## src/design/stick_smooth_deadzone_map_top_macros.svh

```systemverilog
// Assertion macros used by the stick conditioner sequencer (ssdm_ctrl).
`ifndef STICK_SMOOTH_DEADZONE_MAP_TOP_MACROS_SVH
`define STICK_SMOOTH_DEADZONE_MAP_TOP_MACROS_SVH

// Same-cycle implication, disabled while reset is asserted.
`define SSDM_ASSERT_SAME(lbl, clk, rst_n, ante, cons, msg) \
    lbl: assert property (@(posedge clk) disable iff (!rst_n) (ante) |-> (cons)) \
        else $error(msg);

// Next-cycle implication, disabled while reset is asserted.
`define SSDM_ASSERT_NEXT(lbl, clk, rst_n, ante, cons, msg) \
    lbl: assert property (@(posedge clk) disable iff (!rst_n) (ante) |=> (cons)) \
        else $error(msg);

`endif

```

## src/design/ssdm_pkg.sv

```systemverilog
// Package: widths, constants and shared types of the stick conditioner.
`timescale 1ns / 1ps
package ssdm_pkg;

    localparam int SAMPLE_BITS   = 12;
    localparam int FRACTION_BITS = 8;
    localparam int COND_BITS     = SAMPLE_BITS + 1;
    localparam int LEVEL_BITS    = COND_BITS + FRACTION_BITS;
    localparam int X_BITS        = LEVEL_BITS + 1 - FRACTION_BITS;
    localparam int CMP_BITS      = X_BITS + 1;
    localparam int SPAN_BITS     = SAMPLE_BITS + 2;
    localparam int DZ_BITS       = 8;
    localparam int PCT_BITS      = 7;
    localparam int OUT_BITS      = 16;
    localparam int OMAX_BITS     = 15;
    localparam int B_BITS        = OUT_BITS + 1;

    // serial multiply-accumulate and restoring divider sizes
    localparam int MUL_BITS  = X_BITS;
    localparam int CAND_BITS = LEVEL_BITS;
    localparam int ACC_BITS  = CAND_BITS + MUL_BITS + 1;
    localparam int DVD_BITS  = LEVEL_BITS + PCT_BITS + 1;
    localparam int DVS_BITS  = SAMPLE_BITS + 1;
    localparam int VAL_BITS  = DVD_BITS + 2;

    localparam int PCT_SCALE = 100;
    localparam int K_MAX     = 99;
    localparam int DIV_ROUND = PCT_SCALE / 2;
    localparam int HALF_LSB  = 1 << (FRACTION_BITS - 1);

    // configuration port
    localparam int CFG_IDX_BITS  = 3;
    localparam int CFG_DATA_BITS = 16;

    localparam logic [CFG_IDX_BITS-1:0] CFG_REVERSE = 3'd0;
    localparam logic [CFG_IDX_BITS-1:0] CFG_RAW_MIN = 3'd1;
    localparam logic [CFG_IDX_BITS-1:0] CFG_RAW_MAX = 3'd2;
    localparam logic [CFG_IDX_BITS-1:0] CFG_CENTRE  = 3'd3;
    localparam logic [CFG_IDX_BITS-1:0] CFG_DEAD    = 3'd4;
    localparam logic [CFG_IDX_BITS-1:0] CFG_OUT_MIN = 3'd5;
    localparam logic [CFG_IDX_BITS-1:0] CFG_OUT_MAX = 3'd6;
    localparam logic [CFG_IDX_BITS-1:0] CFG_SMOOTH  = 3'd7;

    localparam logic [SAMPLE_BITS-1:0] RST_RAW_MAX = SAMPLE_BITS'(4095);
    localparam logic [SAMPLE_BITS-1:0] RST_CENTRE  = SAMPLE_BITS'(2048);
    localparam logic [OUT_BITS-1:0]    RST_OUT_MIN = OUT_BITS'(-500);
    localparam logic [OMAX_BITS-1:0]   RST_OUT_MAX = OMAX_BITS'(500);
    localparam logic [PCT_BITS-1:0]    RST_SMOOTH  = PCT_BITS'(30);

    typedef struct packed {
        logic                   reverse;
        logic [SAMPLE_BITS-1:0] raw_min;
        logic [SAMPLE_BITS-1:0] raw_max;
        logic [SAMPLE_BITS-1:0] raw_centre;
        logic [DZ_BITS-1:0]     dead_zone;
        logic [OUT_BITS-1:0]    out_min;
        logic [OMAX_BITS-1:0]   out_max;
        logic [PCT_BITS-1:0]    smooth_pct;
    } t_cfg;

    typedef struct packed {
        logic                 start;
        logic [MUL_BITS-1:0]  mult_a;
        logic [MUL_BITS-1:0]  mult_b;
        logic [CAND_BITS-1:0] cand_a;
        logic [CAND_BITS-1:0] cand_b;
    } t_mac_cmd;

    typedef struct packed {
        logic                done;
        logic [ACC_BITS-1:0] product;
    } t_mac_rsp;

    typedef struct packed {
        logic                start;
        logic [DVD_BITS-1:0] dividend;
        logic [DVS_BITS-1:0] divisor;
    } t_div_cmd;

    typedef struct packed {
        logic                done;
        logic [DVD_BITS-1:0] quotient;
    } t_div_rsp;

endpackage

```

## src/design/ssdm_sample_if.sv

```systemverilog
// Input channel: one raw ADC sample per request.
`timescale 1ns / 1ps
interface ssdm_sample_if;
    logic                             valid;
    logic                             ready;
    logic [ssdm_pkg::SAMPLE_BITS-1:0] raw_sample;

    modport source (output valid, output raw_sample, input ready);
    modport sink   (input valid, input raw_sample, output ready);
endinterface

```

## src/design/ssdm_result_if.sv

```systemverilog
// Output channel: scaled stick value, conditioned sample and span flag.
`timescale 1ns / 1ps
interface ssdm_result_if;
    logic                           valid;
    logic                           ready;
    logic [ssdm_pkg::OUT_BITS-1:0]  stick_value;
    logic [ssdm_pkg::COND_BITS-1:0] conditioned_raw;
    logic                           span_error;

    modport source (output valid, output stick_value, output conditioned_raw,
                    output span_error, input ready);
    modport sink   (input valid, input stick_value, input conditioned_raw,
                    input span_error, output ready);
endinterface

```

## src/design/stick_smooth_deadzone_map_top.sv

```systemverilog
// Top level of the stick conditioner: config registers, sequencer, serial MAC and divider.
//
//  channel    | dir | handshake             | payload
//  i_sample   | in  | valid/ready           | raw_sample[11:0]
//  o_result   | out | valid/ready           | stick_value[15:0], conditioned_raw[12:0], span_error
//  i_cfg_*    | in  | i_cfg_we, no wait     | i_cfg_idx[2:0], i_cfg_data[15:0]
//
// One request at a time. A mapped value takes two passes through the bit-serial MAC and
// the restoring divider (filter update, then linear map); inside the dead zone or on a zero
// span only the filter update pass runs.
// Synchronous active-low reset; the filter level starts at zero, registers at defaults.
// A new request is taken while a finished result waits in the output register; the last
// step holds only if that register is still occupied.
`timescale 1ns / 1ps
module stick_smooth_deadzone_map_top (
    input  logic                                i_clk,
    input  logic                                i_rst_n,
    ssdm_sample_if.sink                         i_sample,
    ssdm_result_if.source                       o_result,
    input  logic                                i_cfg_we,
    input  logic [ssdm_pkg::CFG_IDX_BITS-1:0]   i_cfg_idx,
    input  logic [ssdm_pkg::CFG_DATA_BITS-1:0]  i_cfg_data
);
    ssdm_pkg::t_cfg     r_cfg;
    ssdm_pkg::t_mac_cmd w_mac_cmd;
    ssdm_pkg::t_mac_rsp w_mac_rsp;
    ssdm_pkg::t_div_cmd w_div_cmd;
    ssdm_pkg::t_div_rsp w_div_rsp;

    always_ff @(posedge i_clk) begin
        if (!i_rst_n) begin
            r_cfg.reverse    <= 1'b0;
            r_cfg.raw_min    <= '0;
            r_cfg.raw_max    <= ssdm_pkg::RST_RAW_MAX;
            r_cfg.raw_centre <= ssdm_pkg::RST_CENTRE;
            r_cfg.dead_zone  <= '0;
            r_cfg.out_min    <= ssdm_pkg::RST_OUT_MIN;
            r_cfg.out_max    <= ssdm_pkg::RST_OUT_MAX;
            r_cfg.smooth_pct <= ssdm_pkg::RST_SMOOTH;
        end else if (i_cfg_we) begin
            unique case (i_cfg_idx)
                ssdm_pkg::CFG_REVERSE: r_cfg.reverse    <= i_cfg_data[0];
                ssdm_pkg::CFG_RAW_MIN: r_cfg.raw_min    <= i_cfg_data[ssdm_pkg::SAMPLE_BITS-1:0];
                ssdm_pkg::CFG_RAW_MAX: r_cfg.raw_max    <= i_cfg_data[ssdm_pkg::SAMPLE_BITS-1:0];
                ssdm_pkg::CFG_CENTRE:  r_cfg.raw_centre <= i_cfg_data[ssdm_pkg::SAMPLE_BITS-1:0];
                ssdm_pkg::CFG_DEAD:    r_cfg.dead_zone  <= i_cfg_data[ssdm_pkg::DZ_BITS-1:0];
                ssdm_pkg::CFG_OUT_MIN: r_cfg.out_min    <= i_cfg_data[ssdm_pkg::OUT_BITS-1:0];
                ssdm_pkg::CFG_OUT_MAX: r_cfg.out_max    <= i_cfg_data[ssdm_pkg::OMAX_BITS-1:0];
                ssdm_pkg::CFG_SMOOTH:  r_cfg.smooth_pct <= i_cfg_data[ssdm_pkg::PCT_BITS-1:0];
                default: ;
            endcase
        end
    end

    ssdm_ctrl u_ctrl (
        .i_clk     (i_clk),
        .i_rst_n   (i_rst_n),
        .i_cfg     (r_cfg),
        .i_sample  (i_sample),
        .o_result  (o_result),
        .o_mac_cmd (w_mac_cmd),
        .i_mac_rsp (w_mac_rsp),
        .o_div_cmd (w_div_cmd),
        .i_div_rsp (w_div_rsp)
    );

    ssdm_mac u_mac (
        .i_clk   (i_clk),
        .i_rst_n (i_rst_n),
        .i_cmd   (w_mac_cmd),
        .o_rsp   (w_mac_rsp)
    );

    ssdm_div u_div (
        .i_clk   (i_clk),
        .i_rst_n (i_rst_n),
        .i_cmd   (w_div_cmd),
        .o_rsp   (w_div_rsp)
    );
endmodule

```

## src/design/ssdm_mac.sv

```systemverilog
// Bit-serial multiply-accumulate: acc = a*A + b*B, one multiplier bit per cycle, MSB first.
`timescale 1ns / 1ps
module ssdm_mac (
    input  logic                i_clk,
    input  logic                i_rst_n,
    input  ssdm_pkg::t_mac_cmd  i_cmd,
    output ssdm_pkg::t_mac_rsp  o_rsp
);
    localparam int CNT_BITS = $clog2(ssdm_pkg::MUL_BITS + 1);
    localparam int MSB      = ssdm_pkg::MUL_BITS - 1;

    logic                           r_busy;
    logic                           r_done;
    logic [CNT_BITS-1:0]            r_cnt;
    logic [ssdm_pkg::MUL_BITS-1:0]  r_ma;
    logic [ssdm_pkg::MUL_BITS-1:0]  r_mb;
    logic [ssdm_pkg::CAND_BITS-1:0] r_ca;
    logic [ssdm_pkg::CAND_BITS-1:0] r_cb;
    logic [ssdm_pkg::ACC_BITS-1:0]  r_acc;
    logic [ssdm_pkg::ACC_BITS-1:0]  n_acc;

    always_comb begin
        n_acc = {r_acc[ssdm_pkg::ACC_BITS-2:0], 1'b0}
              + (r_ma[MSB] ? ssdm_pkg::ACC_BITS'(r_ca) : '0)
              + (r_mb[MSB] ? ssdm_pkg::ACC_BITS'(r_cb) : '0);
    end

    always_ff @(posedge i_clk) begin
        if (!i_rst_n) begin
            r_busy <= 1'b0;
            r_done <= 1'b0;
            r_cnt  <= '0;
        end else begin
            r_done <= 1'b0;
            if (i_cmd.start) begin
                r_busy <= 1'b1;
                r_cnt  <= CNT_BITS'(ssdm_pkg::MUL_BITS);
            end else if (r_busy) begin
                r_cnt <= r_cnt - CNT_BITS'(1);
                if (r_cnt == CNT_BITS'(1)) begin
                    r_busy <= 1'b0;
                    r_done <= 1'b1;
                end
            end
        end
    end

    always_ff @(posedge i_clk) begin
        if (i_cmd.start) begin
            r_ma  <= i_cmd.mult_a;
            r_mb  <= i_cmd.mult_b;
            r_ca  <= i_cmd.cand_a;
            r_cb  <= i_cmd.cand_b;
            r_acc <= '0;
        end else if (r_busy) begin
            r_ma  <= {r_ma[MSB-1:0], 1'b0};
            r_mb  <= {r_mb[MSB-1:0], 1'b0};
            r_acc <= n_acc;
        end
    end

    assign o_rsp.done    = r_done;
    assign o_rsp.product = r_acc;
endmodule

```

## src/design/ssdm_div.sv

```systemverilog
// Restoring unsigned divider, one quotient bit per cycle.
`timescale 1ns / 1ps
module ssdm_div (
    input  logic                i_clk,
    input  logic                i_rst_n,
    input  ssdm_pkg::t_div_cmd  i_cmd,
    output ssdm_pkg::t_div_rsp  o_rsp
);
    localparam int CNT_BITS = $clog2(ssdm_pkg::DVD_BITS + 1);
    localparam int QB       = ssdm_pkg::DVD_BITS;
    localparam int DB       = ssdm_pkg::DVS_BITS;

    logic                r_busy;
    logic                r_done;
    logic [CNT_BITS-1:0] r_cnt;
    logic [QB-1:0]       r_q;
    logic [DB-1:0]       r_rem;
    logic [DB-1:0]       r_dvs;
    logic [DB:0]         w_trial;
    logic                w_ge;
    logic [DB-1:0]       n_rem;
    logic [DB:0]         w_diff;

    always_comb begin
        w_trial = {r_rem, r_q[QB-1]};
        w_ge    = w_trial >= {1'b0, r_dvs};
        w_diff  = w_trial - {1'b0, r_dvs};
        n_rem   = w_ge ? w_diff[DB-1:0] : w_trial[DB-1:0];
    end

    always_ff @(posedge i_clk) begin
        if (!i_rst_n) begin
            r_busy <= 1'b0;
            r_done <= 1'b0;
            r_cnt  <= '0;
        end else begin
            r_done <= 1'b0;
            if (i_cmd.start) begin
                r_busy <= 1'b1;
                r_cnt  <= CNT_BITS'(QB);
            end else if (r_busy) begin
                r_cnt <= r_cnt - CNT_BITS'(1);
                if (r_cnt == CNT_BITS'(1)) begin
                    r_busy <= 1'b0;
                    r_done <= 1'b1;
                end
            end
        end
    end

    always_ff @(posedge i_clk) begin
        if (i_cmd.start) begin
            r_q   <= i_cmd.dividend;
            r_dvs <= i_cmd.divisor;
            r_rem <= '0;
        end else if (r_busy) begin
            r_q   <= {r_q[QB-2:0], w_ge};
            r_rem <= n_rem;
        end
    end

    assign o_rsp.done     = r_done;
    assign o_rsp.quotient = r_q;
endmodule

```

## src/design/ssdm_ctrl.sv

```systemverilog
// Sequencer: mirroring, filter update, dead-zone test, map setup, clamp and output register.
`timescale 1ns / 1ps
`include "stick_smooth_deadzone_map_top_macros.svh"
module ssdm_ctrl (
    input  logic               i_clk,
    input  logic               i_rst_n,
    input  ssdm_pkg::t_cfg     i_cfg,
    ssdm_sample_if.sink        i_sample,
    ssdm_result_if.source      o_result,
    output ssdm_pkg::t_mac_cmd o_mac_cmd,
    input  ssdm_pkg::t_mac_rsp i_mac_rsp,
    output ssdm_pkg::t_div_cmd o_div_cmd,
    input  ssdm_pkg::t_div_rsp i_div_rsp
);
    localparam int CB   = ssdm_pkg::COND_BITS;
    localparam int LB   = ssdm_pkg::LEVEL_BITS;
    localparam int XB   = ssdm_pkg::X_BITS;
    localparam int WB   = ssdm_pkg::CMP_BITS;
    localparam int SB   = ssdm_pkg::SPAN_BITS;
    localparam int OB   = ssdm_pkg::OUT_BITS;
    localparam int BB   = ssdm_pkg::B_BITS;
    localparam int VB   = ssdm_pkg::VAL_BITS;
    localparam int MB   = ssdm_pkg::MUL_BITS;
    localparam int PB   = ssdm_pkg::PCT_BITS;
    localparam int FB   = ssdm_pkg::FRACTION_BITS;

    typedef enum logic [7:0] {
        S_IDLE  = 8'b0000_0001,
        S_MAC1  = 8'b0000_0010,
        S_DIV1  = 8'b0000_0100,
        S_EDGE  = 8'b0000_1000,
        S_MAC2  = 8'b0001_0000,
        S_DIV2  = 8'b0010_0000,
        S_CLAMP = 8'b0100_0000,
        S_FIN   = 8'b1000_0000
    } t_state;

    t_state                         r_state, n_state;
    logic [LB-1:0]                  r_level;
    logic [CB-1:0]                  r_cond;
    logic                           r_neg;
    logic                           r_qsign;
    logic [ssdm_pkg::DVS_BITS-1:0]  r_span_mag;
    logic [VB-1:0]                  r_val;
    logic [OB-1:0]                  r_stick;
    logic                           r_err;
    logic                           r_ovalid;
    logic [OB-1:0]                  r_o_stick;
    logic [CB-1:0]                  r_o_cond;
    logic                           r_o_err;

    logic          w_accept;
    logic          out_free;
    logic [CB-1:0] w_samp;
    logic [CB-1:0] w_ref;
    logic [CB-1:0] w_cond;
    logic [PB-1:0] w_k;
    logic [LB:0]   w_xsum;
    logic [XB-1:0] w_x;
    logic [CB-1:0] w_hi;
    logic [SB-1:0] w_lo;
    logic          w_pos;
    logic          w_neg;
    logic [SB-1:0] w_span;
    logic [SB-1:0] w_span_abs;
    logic          w_span_zero;
    logic [WB-1:0] w_d;
    logic [WB-1:0] w_d_abs;
    logic [BB-1:0] w_nb;
    logic [BB-1:0] w_nb_abs;
    logic [MB-1:0] w_a_mag;
    logic [BB-1:0] w_b_mag;
    logic          w_psign;
    logic          w_map;
    logic [VB-1:0] w_omin_x;
    logic [VB-1:0] w_bias;
    logic [VB-1:0] w_q;
    logic [VB-1:0] w_lo_b;
    logic [VB-1:0] w_hi_b;

    assign w_accept = i_sample.valid && (r_state == S_IDLE);
    assign out_free = !r_ovalid || o_result.ready;

    always_comb begin
        // mirror about min+max with a true absolute difference
        w_samp = {1'b0, i_sample.raw_sample};
        w_ref  = {1'b0, i_cfg.raw_min} + {1'b0, i_cfg.raw_max};
        if (i_cfg.reverse) begin
            w_cond = (w_samp >= w_ref) ? w_samp - w_ref : w_ref - w_samp;
        end else begin
            w_cond = w_samp;
        end
        w_k = (i_cfg.smooth_pct > PB'(ssdm_pkg::K_MAX)) ? PB'(ssdm_pkg::K_MAX)
                                                         : i_cfg.smooth_pct;

        // rounded integer level and dead-zone edges
        w_xsum = {1'b0, r_level} + (LB + 1)'(ssdm_pkg::HALF_LSB);
        w_x    = w_xsum[LB:FB];
        w_hi   = CB'(i_cfg.raw_centre) + CB'(i_cfg.dead_zone);
        w_lo   = SB'(i_cfg.raw_centre) - SB'(i_cfg.dead_zone);
        w_pos  = w_x > XB'(w_hi);
        w_neg  = $signed({1'b0, w_x}) < $signed({w_lo[SB-1], w_lo});

        w_span      = w_pos ? SB'(i_cfg.raw_max) - SB'(w_hi)
                            : w_lo - SB'(i_cfg.raw_min);
        w_span_abs  = w_span[SB-1] ? SB'(0) - w_span : w_span;
        w_span_zero = (w_span == '0);

        // below the band: (x - raw_min) * (0 - out_min), signs kept apart
        w_d      = WB'(w_x) - WB'(i_cfg.raw_min);
        w_d_abs  = w_d[WB-1] ? WB'(0) - w_d : w_d;
        w_nb     = BB'(0) - {i_cfg.out_min[OB-1], i_cfg.out_min};
        w_nb_abs = w_nb[BB-1] ? BB'(0) - w_nb : w_nb;

        w_a_mag = w_pos ? MB'(w_x - XB'(w_hi)) : MB'(w_d_abs);
        w_b_mag = w_pos ? BB'(i_cfg.out_max) : w_nb_abs;
        w_psign = w_neg && !w_pos && (w_d[WB-1] ^ w_nb[BB-1]);
        w_map   = (w_pos || w_neg) && !w_span_zero;

        w_omin_x = {{(VB - OB){i_cfg.out_min[OB-1]}}, i_cfg.out_min};
        w_bias   = r_neg ? w_omin_x : '0;
        w_q      = VB'(i_div_rsp.quotient);
        w_lo_b   = r_neg ? w_omin_x : '0;
        w_hi_b   = r_neg ? '0 : VB'(i_cfg.out_max);
    end

    always_comb begin
        o_mac_cmd.start  = w_accept || ((r_state == S_EDGE) && w_map);
        if (r_state == S_IDLE) begin
            o_mac_cmd.mult_a = MB'(w_k);
            o_mac_cmd.mult_b = MB'(PB'(ssdm_pkg::PCT_SCALE) - w_k);
            o_mac_cmd.cand_a = r_level;
            o_mac_cmd.cand_b = {w_cond, FB'(0)};
        end else begin
            o_mac_cmd.mult_a = w_a_mag;
            o_mac_cmd.mult_b = '0;
            o_mac_cmd.cand_a = ssdm_pkg::CAND_BITS'(w_b_mag);
            o_mac_cmd.cand_b = '0;
        end

        o_div_cmd.start = i_mac_rsp.done && ((r_state == S_MAC1) || (r_state == S_MAC2));
        if (r_state == S_MAC1) begin
            o_div_cmd.dividend = ssdm_pkg::DVD_BITS'(i_mac_rsp.product)
                               + ssdm_pkg::DVD_BITS'(ssdm_pkg::DIV_ROUND);
            o_div_cmd.divisor  = ssdm_pkg::DVS_BITS'(ssdm_pkg::PCT_SCALE);
        end else begin
            o_div_cmd.dividend = ssdm_pkg::DVD_BITS'(i_mac_rsp.product);
            o_div_cmd.divisor  = r_span_mag;
        end
    end

    always_comb begin
        n_state = r_state;
        unique case (r_state)
            S_IDLE:  if (w_accept) n_state = S_MAC1;
            S_MAC1:  if (i_mac_rsp.done) n_state = S_DIV1;
            S_DIV1:  if (i_div_rsp.done) n_state = S_EDGE;
            S_EDGE:  n_state = w_map ? S_MAC2 : S_FIN;
            S_MAC2:  if (i_mac_rsp.done) n_state = S_DIV2;
            S_DIV2:  if (i_div_rsp.done) n_state = S_CLAMP;
            S_CLAMP: n_state = S_FIN;
            S_FIN:   if (out_free) n_state = S_IDLE;
            default: n_state = S_IDLE;
        endcase
    end

    always_ff @(posedge i_clk) begin
        if (!i_rst_n) begin
            r_state  <= S_IDLE;
            r_level  <= '0;
            r_ovalid <= 1'b0;
        end else begin
            r_state <= n_state;
            if ((r_state == S_DIV1) && i_div_rsp.done) begin
                r_level <= LB'(i_div_rsp.quotient);
            end
            if ((r_state == S_FIN) && out_free) begin
                r_ovalid <= 1'b1;
            end else if (o_result.ready) begin
                r_ovalid <= 1'b0;
            end
        end
    end

    always_ff @(posedge i_clk) begin
        if (w_accept) begin
            r_cond <= w_cond;
        end
        if (r_state == S_EDGE) begin
            r_neg      <= !w_pos;
            r_qsign    <= w_psign ^ w_span[SB-1];
            r_span_mag <= ssdm_pkg::DVS_BITS'(w_span_abs);
            r_stick    <= '0;
            r_err      <= (w_pos || w_neg) && w_span_zero;
        end
        if ((r_state == S_DIV2) && i_div_rsp.done) begin
            r_val <= r_qsign ? w_bias - w_q : w_bias + w_q;
        end
        if (r_state == S_CLAMP) begin
            // low bound wins over high bound when they cross
            if ($signed(r_val) < $signed(w_lo_b)) begin
                r_stick <= w_lo_b[OB-1:0];
            end else if ($signed(r_val) > $signed(w_hi_b)) begin
                r_stick <= w_hi_b[OB-1:0];
            end else begin
                r_stick <= r_val[OB-1:0];
            end
        end
        if ((r_state == S_FIN) && out_free) begin
            r_o_stick <= r_stick;
            r_o_cond  <= r_cond;
            r_o_err   <= r_err;
        end
    end

    assign i_sample.ready           = (r_state == S_IDLE);
    assign o_result.valid           = r_ovalid;
    assign o_result.stick_value     = r_o_stick;
    assign o_result.conditioned_raw = r_o_cond;
    assign o_result.span_error      = r_o_err;

    `SSDM_ASSERT_SAME(a_mac_done_state, i_clk, i_rst_n, i_mac_rsp.done, (r_state == S_MAC1) || (r_state == S_MAC2), "multiplier finished outside a multiply step")
    `SSDM_ASSERT_SAME(a_div_done_state, i_clk, i_rst_n, i_div_rsp.done, (r_state == S_DIV1) || (r_state == S_DIV2), "divider finished outside a divide step")
    `SSDM_ASSERT_NEXT(a_accept_starts, i_clk, i_rst_n, i_sample.valid && i_sample.ready, (r_state == S_MAC1), "accepted request did not start the filter multiply")
    `SSDM_ASSERT_NEXT(a_fin_loads, i_clk, i_rst_n, (r_state == S_FIN) && out_free, o_result.valid && (r_state == S_IDLE), "finished result not presented")
endmodule

```

## src/flat_wrapper.sv

```systemverilog
// flat-port wrapper written by rule: the top's interface ports become plain ports
module stick_smooth_deadzone_map_top_flat 
  (i_clk, i_rst_n, i_cfg_we, i_cfg_idx, i_cfg_data, i_sample_valid, i_sample_raw_sample, i_sample_ready, o_result_valid, o_result_stick_value, o_result_conditioned_raw, o_result_span_error, o_result_ready);
  ssdm_sample_if i_sample_i ();
  ssdm_result_if o_result_i ();
  input  logic i_clk;
  input  logic i_rst_n;
  input  logic i_cfg_we;
  input  logic [ssdm_pkg::CFG_IDX_BITS-1:0] i_cfg_idx;
  input  logic [ssdm_pkg::CFG_DATA_BITS-1:0] i_cfg_data;
  input wire logic [$bits(i_sample_i.valid)-1:0] i_sample_valid;
  input wire logic [$bits(i_sample_i.raw_sample)-1:0] i_sample_raw_sample;
  output wire logic [$bits(i_sample_i.ready)-1:0] i_sample_ready;
  output wire logic [$bits(o_result_i.valid)-1:0] o_result_valid;
  output wire logic [$bits(o_result_i.stick_value)-1:0] o_result_stick_value;
  output wire logic [$bits(o_result_i.conditioned_raw)-1:0] o_result_conditioned_raw;
  output wire logic [$bits(o_result_i.span_error)-1:0] o_result_span_error;
  input wire logic [$bits(o_result_i.ready)-1:0] o_result_ready;
  assign i_sample_i.valid = i_sample_valid;
  assign i_sample_i.raw_sample = i_sample_raw_sample;
  assign i_sample_ready = i_sample_i.ready;
  assign o_result_valid = o_result_i.valid;
  assign o_result_stick_value = o_result_i.stick_value;
  assign o_result_conditioned_raw = o_result_i.conditioned_raw;
  assign o_result_span_error = o_result_i.span_error;
  assign o_result_i.ready = o_result_ready;
  stick_smooth_deadzone_map_top u_core (.i_clk(i_clk), .i_rst_n(i_rst_n), .i_sample(i_sample_i), .o_result(o_result_i), .i_cfg_we(i_cfg_we), .i_cfg_idx(i_cfg_idx), .i_cfg_data(i_cfg_data));
endmodule
```

## config.mk

```make
export PLATFORM = sky130hd
export DESIGN_NAME = stick_smooth_deadzone_map_top_flat
export DESIGN_NICKNAME = d
export VERILOG_FILES = /design/src/design/ssdm_pkg.sv /design/src/design/ssdm_sample_if.sv /design/src/design/ssdm_result_if.sv /design/src/design/stick_smooth_deadzone_map_top.sv /design/src/design/ssdm_mac.sv /design/src/design/ssdm_div.sv /design/src/design/ssdm_ctrl.sv /design/src/flat_wrapper.sv
export VERILOG_INCLUDE_DIRS = /design/src /design/src/design
export SDC_FILE = /design/constraint.sdc
export NUM_CORES = 1
export LEC_CHECK = 0
export BUFFER_PORTS_ARGS = -buffer_cell sky130_fd_sc_hd__buf_2
export CAP_MARGIN = 0
export CORE_MARGIN = 4
export CORE_UTILIZATION = 60
export DETAILED_ROUTE_END_ITERATION = 7
export GPL_TIMING_DRIVEN = 0
export HOLD_SLACK_MARGIN = 0.05
export PLACE_DENSITY_LB_ADDON = 0.3
export SLEW_MARGIN = 25
export SYNTH_ARGS = -nofsm -noshare
export SYNTH_HDL_FRONTEND = slang
export SYNTH_SLANG_ARGS = --single-unit
export TNS_END_PERCENT = 50
```

## constraint.sdc

```tcl
create_clock -name i_clk -period 15.45 [get_ports i_clk]
set_input_delay 3.09 -clock i_clk [delete_from_list [all_inputs] [get_ports i_clk]]
set_output_delay 3.09 -clock i_clk [all_outputs]
set_load 0.01 [all_outputs]
```

==> implementation parameters, run 1 <==
Parameter                              Value

Clock tree
  Buffers inserted during post-CTS setup optimization    0
  Clk sinks    378
  Clock insertion delay at the later pin of the skew report    between 0.5 and 0.6 ns
  Hold buffer count at CTS    0
  Clk buf depth    3
  Number of levels in the clock H-tree    2
  Clock root buffer master    clkbuf_16
  Num CTS Buffers    41
  Clock slew at reported path FFs    0.06 ns
  Number of gates given a new drive strength after cts    0
  CTS tree    yes

Synth
  Distinct cell type count after synthesis    93
  Async set or reset register ratio after synthesis    0
  Largest area contributor in the synthesized netlist    edfxtp_1
  Synth Flop Type    edfxtp_1
  Cell area after technology mapping    27,200 um2
  Syn_area_per_cell    8.62 um2
  Number of synthesized flops with an enable pin    210
  Number of warning messages in the yosys log    0
  Area share of the leading cell type in the synthesized netlist    0.232
  Number of instances in the synthesized netlist    about 3,200
  Top cells by area, synth    edfxtp_1, dfxtp_1, ha_1, nand2_1, xnor2_1
  Share of the yosys chip area belonging to registers    0.356
  Total of flip-flops plus latches after synthesis    ~380
  Post-synth net total    around 3,400

Die
  Count of standard-cell rows    77
  Boundary pin count    68
  Y dimension of the die    221 um
  CORE AREA    about 45,000 um2
  Die outline area    approximately 49,000 um2
  Starting density of the core    0.611
  Horizontal extent of the die    approximately 220 um

Global route
  Wire length of the first global-routing pass    around 130,000 um
  Maximum number of pins on one net before global-route repair    44
  Via count of the first global-routing pass    23,050
  Congestion Overflow GR    0
  Overall track demand over capacity in global routing    0.320
  Number of antenna violations at the first check in global routing    0

STA
  Hold Slack    around 0.42 ns
  Max Clk Rate    ~0.12 GHz
  Clock skew after layout    ~0.031 ns
  Share of the clock period used by the worst path after layout    0.544
  Worst-Margin Slew    roughly 0.94 ns
  Unrepaired setup endpoints after global routing    no
  Final hold viol count    0
  Number of pins with negative max-slew slack in the final report    0
  Final sum of negative setup slack    0 ns
  Finish-stage setup viols    0
  Relative slew margins    0.359
  Post-layout minimum cycle time    8.41 ns

Run status
  Outcome    finished, final reports clean

Worst setup path
  Required time reported for the critical path endpoint    around 16 ns
  Setup slack, reg-to-reg    7.04 ns
  Reg-to-Reg Start    u_core.r_cfg[39]$_SDFFE_PN0P_
  Number of cell instances on the worst register-to-register path    26
  Path type of the worst setup path    reg2reg
  Critical path's slowest cell    nand3_2
  Worst reg2reg path endpoint    u_core.u_mac.r_mb[3]$_DFFE_PP_
  Highest fanout seen on the critical path    28
  Capturing element type of the critical path    register
  Setup crit start kind    register
  Arrival time of the worst setup path    around 8.5 ns
  Highest cell delay on the worst timing path    about 0.63 ns

Drt
  Via count of the routed design    23,911
  Total iterations of the first detailed-routing run    6
  Violation count after the first detailed-route iteration    approximately 2,100
  Remaining antenna violation count after routing    0
  Total Wirelength    between 80,000 and 90,000 um
  Average vias per placed instance    about 6.1
  Wire length per cell after detailed routing    about 21 um
  Remaining DRCs    0

Place
  Number of port buffers    64
  Half-perimeter wire length after detailed placement    64,100 um
  Post-place instance area    28,300 um2
  Global placement routability congestion    just over 1

Power and ir drop
  Final Total Pwr    just over 0.003 W
  Static Leakage    around 12 nW
  Worst IR Drop VDD    0.0000871 V
  Ratio of total power to cell area    103 nW/um2

Job
  Reported max-cap violation count    0

Cells and area
  Layout overhead on the synthesized area    9.11%
  Layout cells sized above 1    0.0631
  Net count reported at finish    ~3,600
  Summed area of non-filler cells in the final layout    around 30,000 um2
  Antenna fix cells    0
  Commonest non-fill, non-tap cell in the layout    nand2_1
  Most frequent cells in the layout    nand2_1, a21oi_1, nor2_1, ha_1, edfxtp_1

Min path
  End point of the worst hold path    u_core.u_ctrl.o_result.stick_value[6]$_DFFE_PP_
  WHS Path Cells    0
  Hold Path Origin    u_core.u_ctrl.r_stick[6]$_SDFFCE_PN0P_
  Worst hold path class    reg2reg
==> cells by family (layout without fill, tap and decap cells) <==
kind of cell,count (synthesis),in the layout,share of synthesized area
mux,59,59,0.0219
flops,378,378,0.356
buf+inv,334,477,0.0471
simple gates,1143,1143,0.196
xor+xnor,254,254,0.0828
fa+ha+maj,265,265,0.128
compound gates,722,722,0.169
==> synth_stat cells (16+ instances only) <==
master    instances
or3_1            20
a21o_1           53
o211ai_1         33
a211oi_1         26
o211a_1          17
xor2_1           70
nand2_1         433
mux2i_1          55
nor2b_1          56
nor3_1           66
o21ai_0         144
clkbuf_1        104
fa_1             25
nand3_1          97
a31oi_1          19
edfxtp_1        210
nand2b_1         47
o31ai_1          16
o21a_1           24
nand4_1          27
inv_1           207
o21bai_1         22
xnor2_1         182
ha_1            231
and2_1           41
and3_1           27
dfxtp_1         168
nor4_1           26
a21oi_1         265
nor2_1          249
==> power by group <==
group / switching, W / internal [W] / total, W / leakage, nW
clock: 0.000437 / 0.000547 / 0.000984 / 0.651
combinational: 0.000519 / 0.000333 / 0.000853 / 8.29
sequential: 0.0000582 / 0.00115 / 0.00121 / 3.38
==> how the worst max path moves through the flow <==
stage | endpoint | slack (ns) | from
6_report | u_core.u_mac.r_mb[3]$_DFFE_PP_ | 7.04 | u_core.r_cfg[39]$_SDFFE_PN0P_
5_1_grt | u_core.u_mac.r_mb[3]$_DFFE_PP_ | 6.75 | u_core.r_cfg[39]$_SDFFE_PN0P_
4_1_cts | u_core.u_mac.r_mb[3]$_DFFE_PP_ | 7.23 | u_core.r_cfg[39]$_SDFFE_PN0P_
3_5_place_dp | u_core.u_mac.r_mb[1]$_DFFE_PP_ | 7.29 | u_core.r_cfg[39]$_SDFFE_PN0P_
3_3_place_gp | u_core.u_mac.r_ma[12]$_DFFE_PP_ | 6.99 | u_core.r_cfg[39]$_SDFFE_PN0P_
2_1_floorplan | u_core.u_mac.r_ma[0]$_SDFFCE_PN0P_ | 8.47 | u_core.r_cfg[38]$_SDFFE_PN0P_
==> layer usage <==
layer / wire [um] / up-vias / GRT usage
li1: - / 11328 / -
met1: 33000 / 11357 / 0.414
met5: 0 / - / 0
met3: 6120 / 231 / 0.0518
met2: 37400 / 995 / 0.530
met4: 4390 / 0 / 0.145
==> layout make-up <==
class                      count  area, um2
sequential                   378       9670
tap                          592        741
clock buffer                  46       1040
fill                        3731      14800
clock inverter                30        278
multi-input combinational   2443      16300
buffer                       121        484
timing repair buffer          67        375
inverter                     213        800
==> state kept, by name (all words and copies together) (netlist names), 14 cells and up <==
register                            count
u_core.r_cfg                           83
u_core.u_ctrl.r_val                    31
u_core.u_div.r_q                       29
u_core.u_mac.r_acc                     29
u_core.u_ctrl.r_level                  21
u_core.u_mac.r_ca                      21
u_core.u_ctrl.o_result.stick_value     16
u_core.u_ctrl.r_stick                  16
u_core.u_mac.r_ma                      14
u_core.u_mac.r_mb                      14
==> through the flow <==
| stage | instances | utilization | worst slack [ns] |
|---|---|---|---|
| after CTS | 3890 | 0.666 | 7.23 |
| after floorplan | 3155 | - | 8.47 |
| after global routing | 3890 | 0.667 | 6.75 |
| after global placement | 3811 | 0.635 | 6.99 |
| after detailed placement | 3814 | 0.637 | 7.29 |
| final | 3890 | 0.667 | 7.04 |
==> critical path: cells and delay by family (launching register included) <==
| family | cells | cell delay [ns] |
|---|---|---|
| xor+xnor | 1 | 0.23 |
| simple gates | 5 | 1.37 |
| fa+ha+maj | 5 | 1.80 |
| compound gates | 9 | 2.52 |
| flops | 1 | 0.44 |
| buf+inv | 5 | 1.27 |
| mux | 1 | 0.22 |
Power figures use the tool's default switching activity.
==> run 2: changes to the inputs <==
Settings changed: ABC_AREA set to 1.
Clock period 15.45 ns to 8.1 ns, I/O delays scaled along.
==> run 2 against run 1 <==
Net effect:
- synthesized cell count rose by 13%
- final cell count rose by 11%
- synthesized area rose by 0.49%
==> implementation parameters, run 2 <==
Parameter                              Value

Drt
  Wire length per cell after detailed routing    18.7 um (-10%)
  Remaining antenna violation count after routing    0 (unchanged)
  Via count of the routed design    24,764 (+3.6%)
  Violation count after the first detailed-route iteration    2,547 (+21%)
  Met2 wirelength from detailed routing    36,600 um (-2.0%)
  Total iterations of the first detailed-routing run    6 (unchanged)
  Average vias per placed instance    5.75 (-6.5%)
  Highest Signal Layer    met4
  Detailed-routed wire length on met3    6460 um (+5.6%)
  Remaining DRCs    0 (unchanged)
  Wire length on met1    32,100 um (-2.7%)
  Total Wirelength    80,400 um (-0.64%)

STA
  Final hold viol count    0 (unchanged)
  Share of the clock period used by the worst path after layout    0.755 (+0.211)
  Final sum of negative setup slack    0 ns (unchanged)
  Worst-Margin Slew    0.943 ns (+0.00573 ns)
  Number of pins with negative max-slew slack in the final report    0 (unchanged)
  Relative slew margins    0.366 (+0.00654)
  Finish-stage setup viols    0 (unchanged)
  Clock skew after layout    0.0363 ns (+0.00550 ns)
  Unrepaired setup endpoints after global routing    no
  Post-layout minimum cycle time    6.12 ns (-2.29 ns)
  Max Clk Rate    0.164 GHz (+38%)

Synth
  Number of warning messages in the yosys log    0 (unchanged)
  Synth top cells by count    nand2_1, inv_1, a21oi_1
  Top cells by area, synth    edfxtp_1, dfxtp_1, ha_1, nand2_1, inv_1
  Share of the yosys chip area belonging to registers    0.354 (-0.00174)
  Area share of the leading cell type in the synthesized netlist    0.231 (-0.00114)
  Most used standard cell by instance count after synthesis    nand2_1
  Distinct cell type count after synthesis    59 (-37%)
  Number of instances in the synthesized netlist    3,563 (+13%)
  Async set or reset register ratio after synthesis    0 (unchanged)
  Post-synth net total    3,855 (+12%)
  Cell area after technology mapping    27,300 um2 (+0.49%)
  Synth Flop Type    edfxtp_1
  Largest area contributor in the synthesized netlist    edfxtp_1
  Syn_area_per_cell    7.67 um2 (-11%)
  Total of flip-flops plus latches after synthesis    378 (unchanged)
  Number of synthesized flops with an enable pin    210 (unchanged)

Cells and area
  Post-route core utilization    0.673 (+0.00653)
  Commonest non-fill, non-tap cell in the layout    nand2_1
  Largest registers    u_core.r_cfg x83, u_core.u_ctrl.r_val x31
  Post-route non-filler standard cell count    4,307 (+11%)
  Most frequent cells in the layout    nand2_1, inv_1, a21oi_1, o21ai_0, nor2_1
  Summed area of non-filler cells in the final layout    30,000 um2 (+1.2%)
  Register name with the most flops    u_core.r_cfg
  Net count reported at finish    3,972 (+12%)
  Flip-flop count of the largest register, all copies and words added    83 (unchanged)
  Layout overhead on the synthesized area    9.88%
  Layout cells sized above 1    0.0730 (+0.00990)

Power and ir drop
  Switching power of the nets    0.00295 W (+190%)
  Static Leakage    13.8 nW (+12%)
  Clock network fraction of total power    0.277 (-0.046)
  Register share of total power    0.352 (-0.044)
  Switching share of power    0.389 (+0.0553)
  Final Total Pwr    0.00760 W (+150%)
  Worst IR Drop VDD    0.000244 V (+180%)
  Proportion of power drawn by combinational gates    0.371 (+0.091)
  Internal Pwr Total    0.00464 W (+130%)
  Ratio of total power to cell area    253 nW/um2 (+150%)

Clock tree
  Number of levels in the clock H-tree    2 (unchanged)
  Clk sinks    378 (unchanged)
  Num CTS Buffers    42 (+2.4%)
  CTS tree    yes
  Buffers inserted during post-CTS setup optimization    0 (unchanged)
  Clk buf depth    3 (unchanged)
  Clock slew at reported path FFs    0.07 ns (about the same)
  Clock root buffer master    clkbuf_16
  Hold buffer count at CTS    0 (unchanged)
  Clock insertion delay at the later pin of the skew report    0.59 ns (about the same)
  Number of gates given a new drive strength after cts    0 (unchanged)

Min path
  Hold Path Origin    u_core.u_ctrl.r_stick[0]$_SDFFCE_PN0P_
  Worst hold path class    reg2reg
  End point of the worst hold path    u_core.u_ctrl.o_result.stick_value[0]$_DFFE_PP_
  WHS Path Cells    0 (unchanged)

Place
  Post-Place Cells    4,227 (+11%)
  Number of port buffers    67 (+4.7%)
  Post-place instance area    28,500 um2 (+0.58%)
  Half-perimeter wire length after detailed placement    63,800 um (-0.48%)
  Global placement routability congestion    1.01 (about the same)

Worst setup path
  Reg-to-Reg Start    u_core.r_cfg[38]$_SDFFE_PN0P_
  Path type of the worst setup path    reg2reg
  CP bufs+invs    6 (+1)
  Number of cell instances on the worst register-to-register path    27 (+3.8%)
  Critical path's slowest cell    nor4_1
  Required time reported for the critical path endpoint    8.18 ns (-7.35 ns)
  Highest cell delay on the worst timing path    0.72 ns (+0.09 ns)
  Capturing element type of the critical path    register
  Setup slack, reg-to-reg    1.98 ns (-5.06 ns)
  Arrival time of the worst setup path    6.20 ns (-2.29 ns)
  Kind of cell adding the most delay to the critical path    simple AND/OR/NAND/NOR gates
  Worst reg2reg path endpoint    u_core.u_mac.r_mb[8]$_DFFE_PP_
  Highest fanout seen on the critical path    28 (unchanged)
  Setup crit start kind    register

Global route
  Maximum number of pins on one net before global-route repair    44 (unchanged)
  Via count of the first global-routing pass    23,785 (+3.2%)
  Number of antenna violations at the first check in global routing    2 (+2)
  Overall track demand over capacity in global routing    0.318 (-0.00161)
  Congestion Overflow GR    0 (unchanged)
  Wire length of the first global-routing pass    126,000 um (-0.48%)

Die
  Die outline area    49,000 um2 (+0.48%)
  CORE AREA    44,600 um2 (+0.22%)
  Starting density of the core    0.613 (+0.00168)
  Horizontal extent of the die    221 um (+0.24%)
  Y dimension of the die    221 um (+0.24%)
  Boundary pin count    68 (unchanged)
  Count of standard-cell rows    77 (unchanged)

Job
  Reported max-cap violation count    0 (unchanged)

Run status
  Outcome    finished, final reports clean
[run 2: changes by cell type after synthesis, sizes merged, moves of 28 or more]
cell,before,now
a21o,53,8
a21oi,266,318
and2,41,1
clkbuf,104,76
inv,209,498
mux2i,55,2
nand2,435,750
nand2b,47,0
nand3,97,194
nor2,250,292
nor2b,56,0
o21ai,147,289
xnor2,182,57
xor2,70,160
[run 2: cell families (layout without fill, tap and decap cells)]
kind of cell | count (synthesis) | in the layout | share of synthesized area
adders and majority gates | 256 | 256 | 0.124
DFF | 378 | 378 | 0.354
other | 0 | 1 | 0
AOI/OAI and AO/OA | 736 | 736 | 0.151
muxes | 2 | 2 | 0.000733
xor gates and xnor gates | 217 | 217 | 0.0698
buffers and inverters | 598 | 749 | 0.0845
and+or+nand+nor | 1376 | 1376 | 0.216
[run 2: how the worst max path moves through the flow]
stage | start | endpoint | slack, ns | cells after the start
2_1_floorplan | u_core.r_cfg[38]$_SDFFE_PN0P_ | u_core.u_mac.r_ma[0]$_SDFFCE_PN0P_ | 3.06 | 30
3_3_place_gp | u_core.r_cfg[38]$_SDFFE_PN0P_ | u_core.u_mac.r_mb[13]$_DFFE_PP_ | 1.61 | 27
3_5_place_dp | u_core.r_cfg[38]$_SDFFE_PN0P_ | u_core.u_mac.r_mb[8]$_DFFE_PP_ | 2.05 | 27
4_1_cts | u_core.r_cfg[38]$_SDFFE_PN0P_ | u_core.u_mac.r_mb[9]$_DFFE_PP_ | 2.00 | 27
5_1_grt | u_core.r_cfg[38]$_SDFFE_PN0P_ | u_core.u_mac.r_mb[5]$_DFFE_PP_ | 1.56 | 27
6_report | u_core.r_cfg[38]$_SDFFE_PN0P_ | u_core.u_mac.r_mb[8]$_DFFE_PP_ | 1.98 | 27
[run 2: worst register-to-register path, cell delays in order (launching register included)]
cell and delay (ns):
dfxtp_1 0.38, ha_1 0.22, inv_1 0.07, fa_1 0.38
inv_1 0.07, nand2_1 0.06, nand2_1 0.10, nand2_1 0.10
nor2_1 0.10, nor2_1 0.06, xor2_1 0.17, ha_1 0.38
nand2_1 0.09, nor2_1 0.09, inv_1 0.07, nor4_1 0.72
nand4_4 0.28, nand2_4 0.17, buf_4 0.19, o21ai_0 0.29
inv_1 0.14, ha_1 0.19, nand3_2 0.12, nor2_2 0.14
nand2_2 0.13, nand3_4 0.15, buf_4 0.20, nand3_2 0.56
[run 2: cell type report]
| type | instances | area, um2 |
|---|---|---|
| clock inverters | 23 | 334 |
| plain buffers | 96 | 427 |
| clock buffers | 55 | 1180 |
| multi-input cells | 2587 | 15400 |
| repair buffers | 73 | 413 |
| well taps | 592 | 741 |
| flip-flops and latches | 378 | 9670 |
| inverters | 502 | 1880 |
| fillers | 3770 | 14600 |
| diodes | 1 | 2.50 |
[run 2: per-stage QoR]
step                      hold WS, ns  worst slack [ns]
final                           0.412              1.98
after CTS                       0.415              2.00
after global routing            0.420              1.56
after detailed placement        0.405              2.05
after global placement          0.401              1.61
after floorplan                 0.400              3.06
[run 2: power groups by stage]
stage / combinational, W / sequential (W) / clock [W]
finish: 0.00282 / 0.00268 / 0.00210
global route: 0.00314 / 0.00269 / 0.00220
CTS: 0.00277 / 0.00267 / 0.00211
detailed placement: 0.00275 / 0.00271 / 0
global placement: 0.00270 / 0.00270 / 0
floorplan: 0.00206 / 0.00260 / 0
[run 2: routing by layer]
metal,global-route usage,up-vias
met5,0,-
met4,0.174,0
met3,0.0498,254
met2,0.525,1036
met1,0.403,11373
li1,-,12101
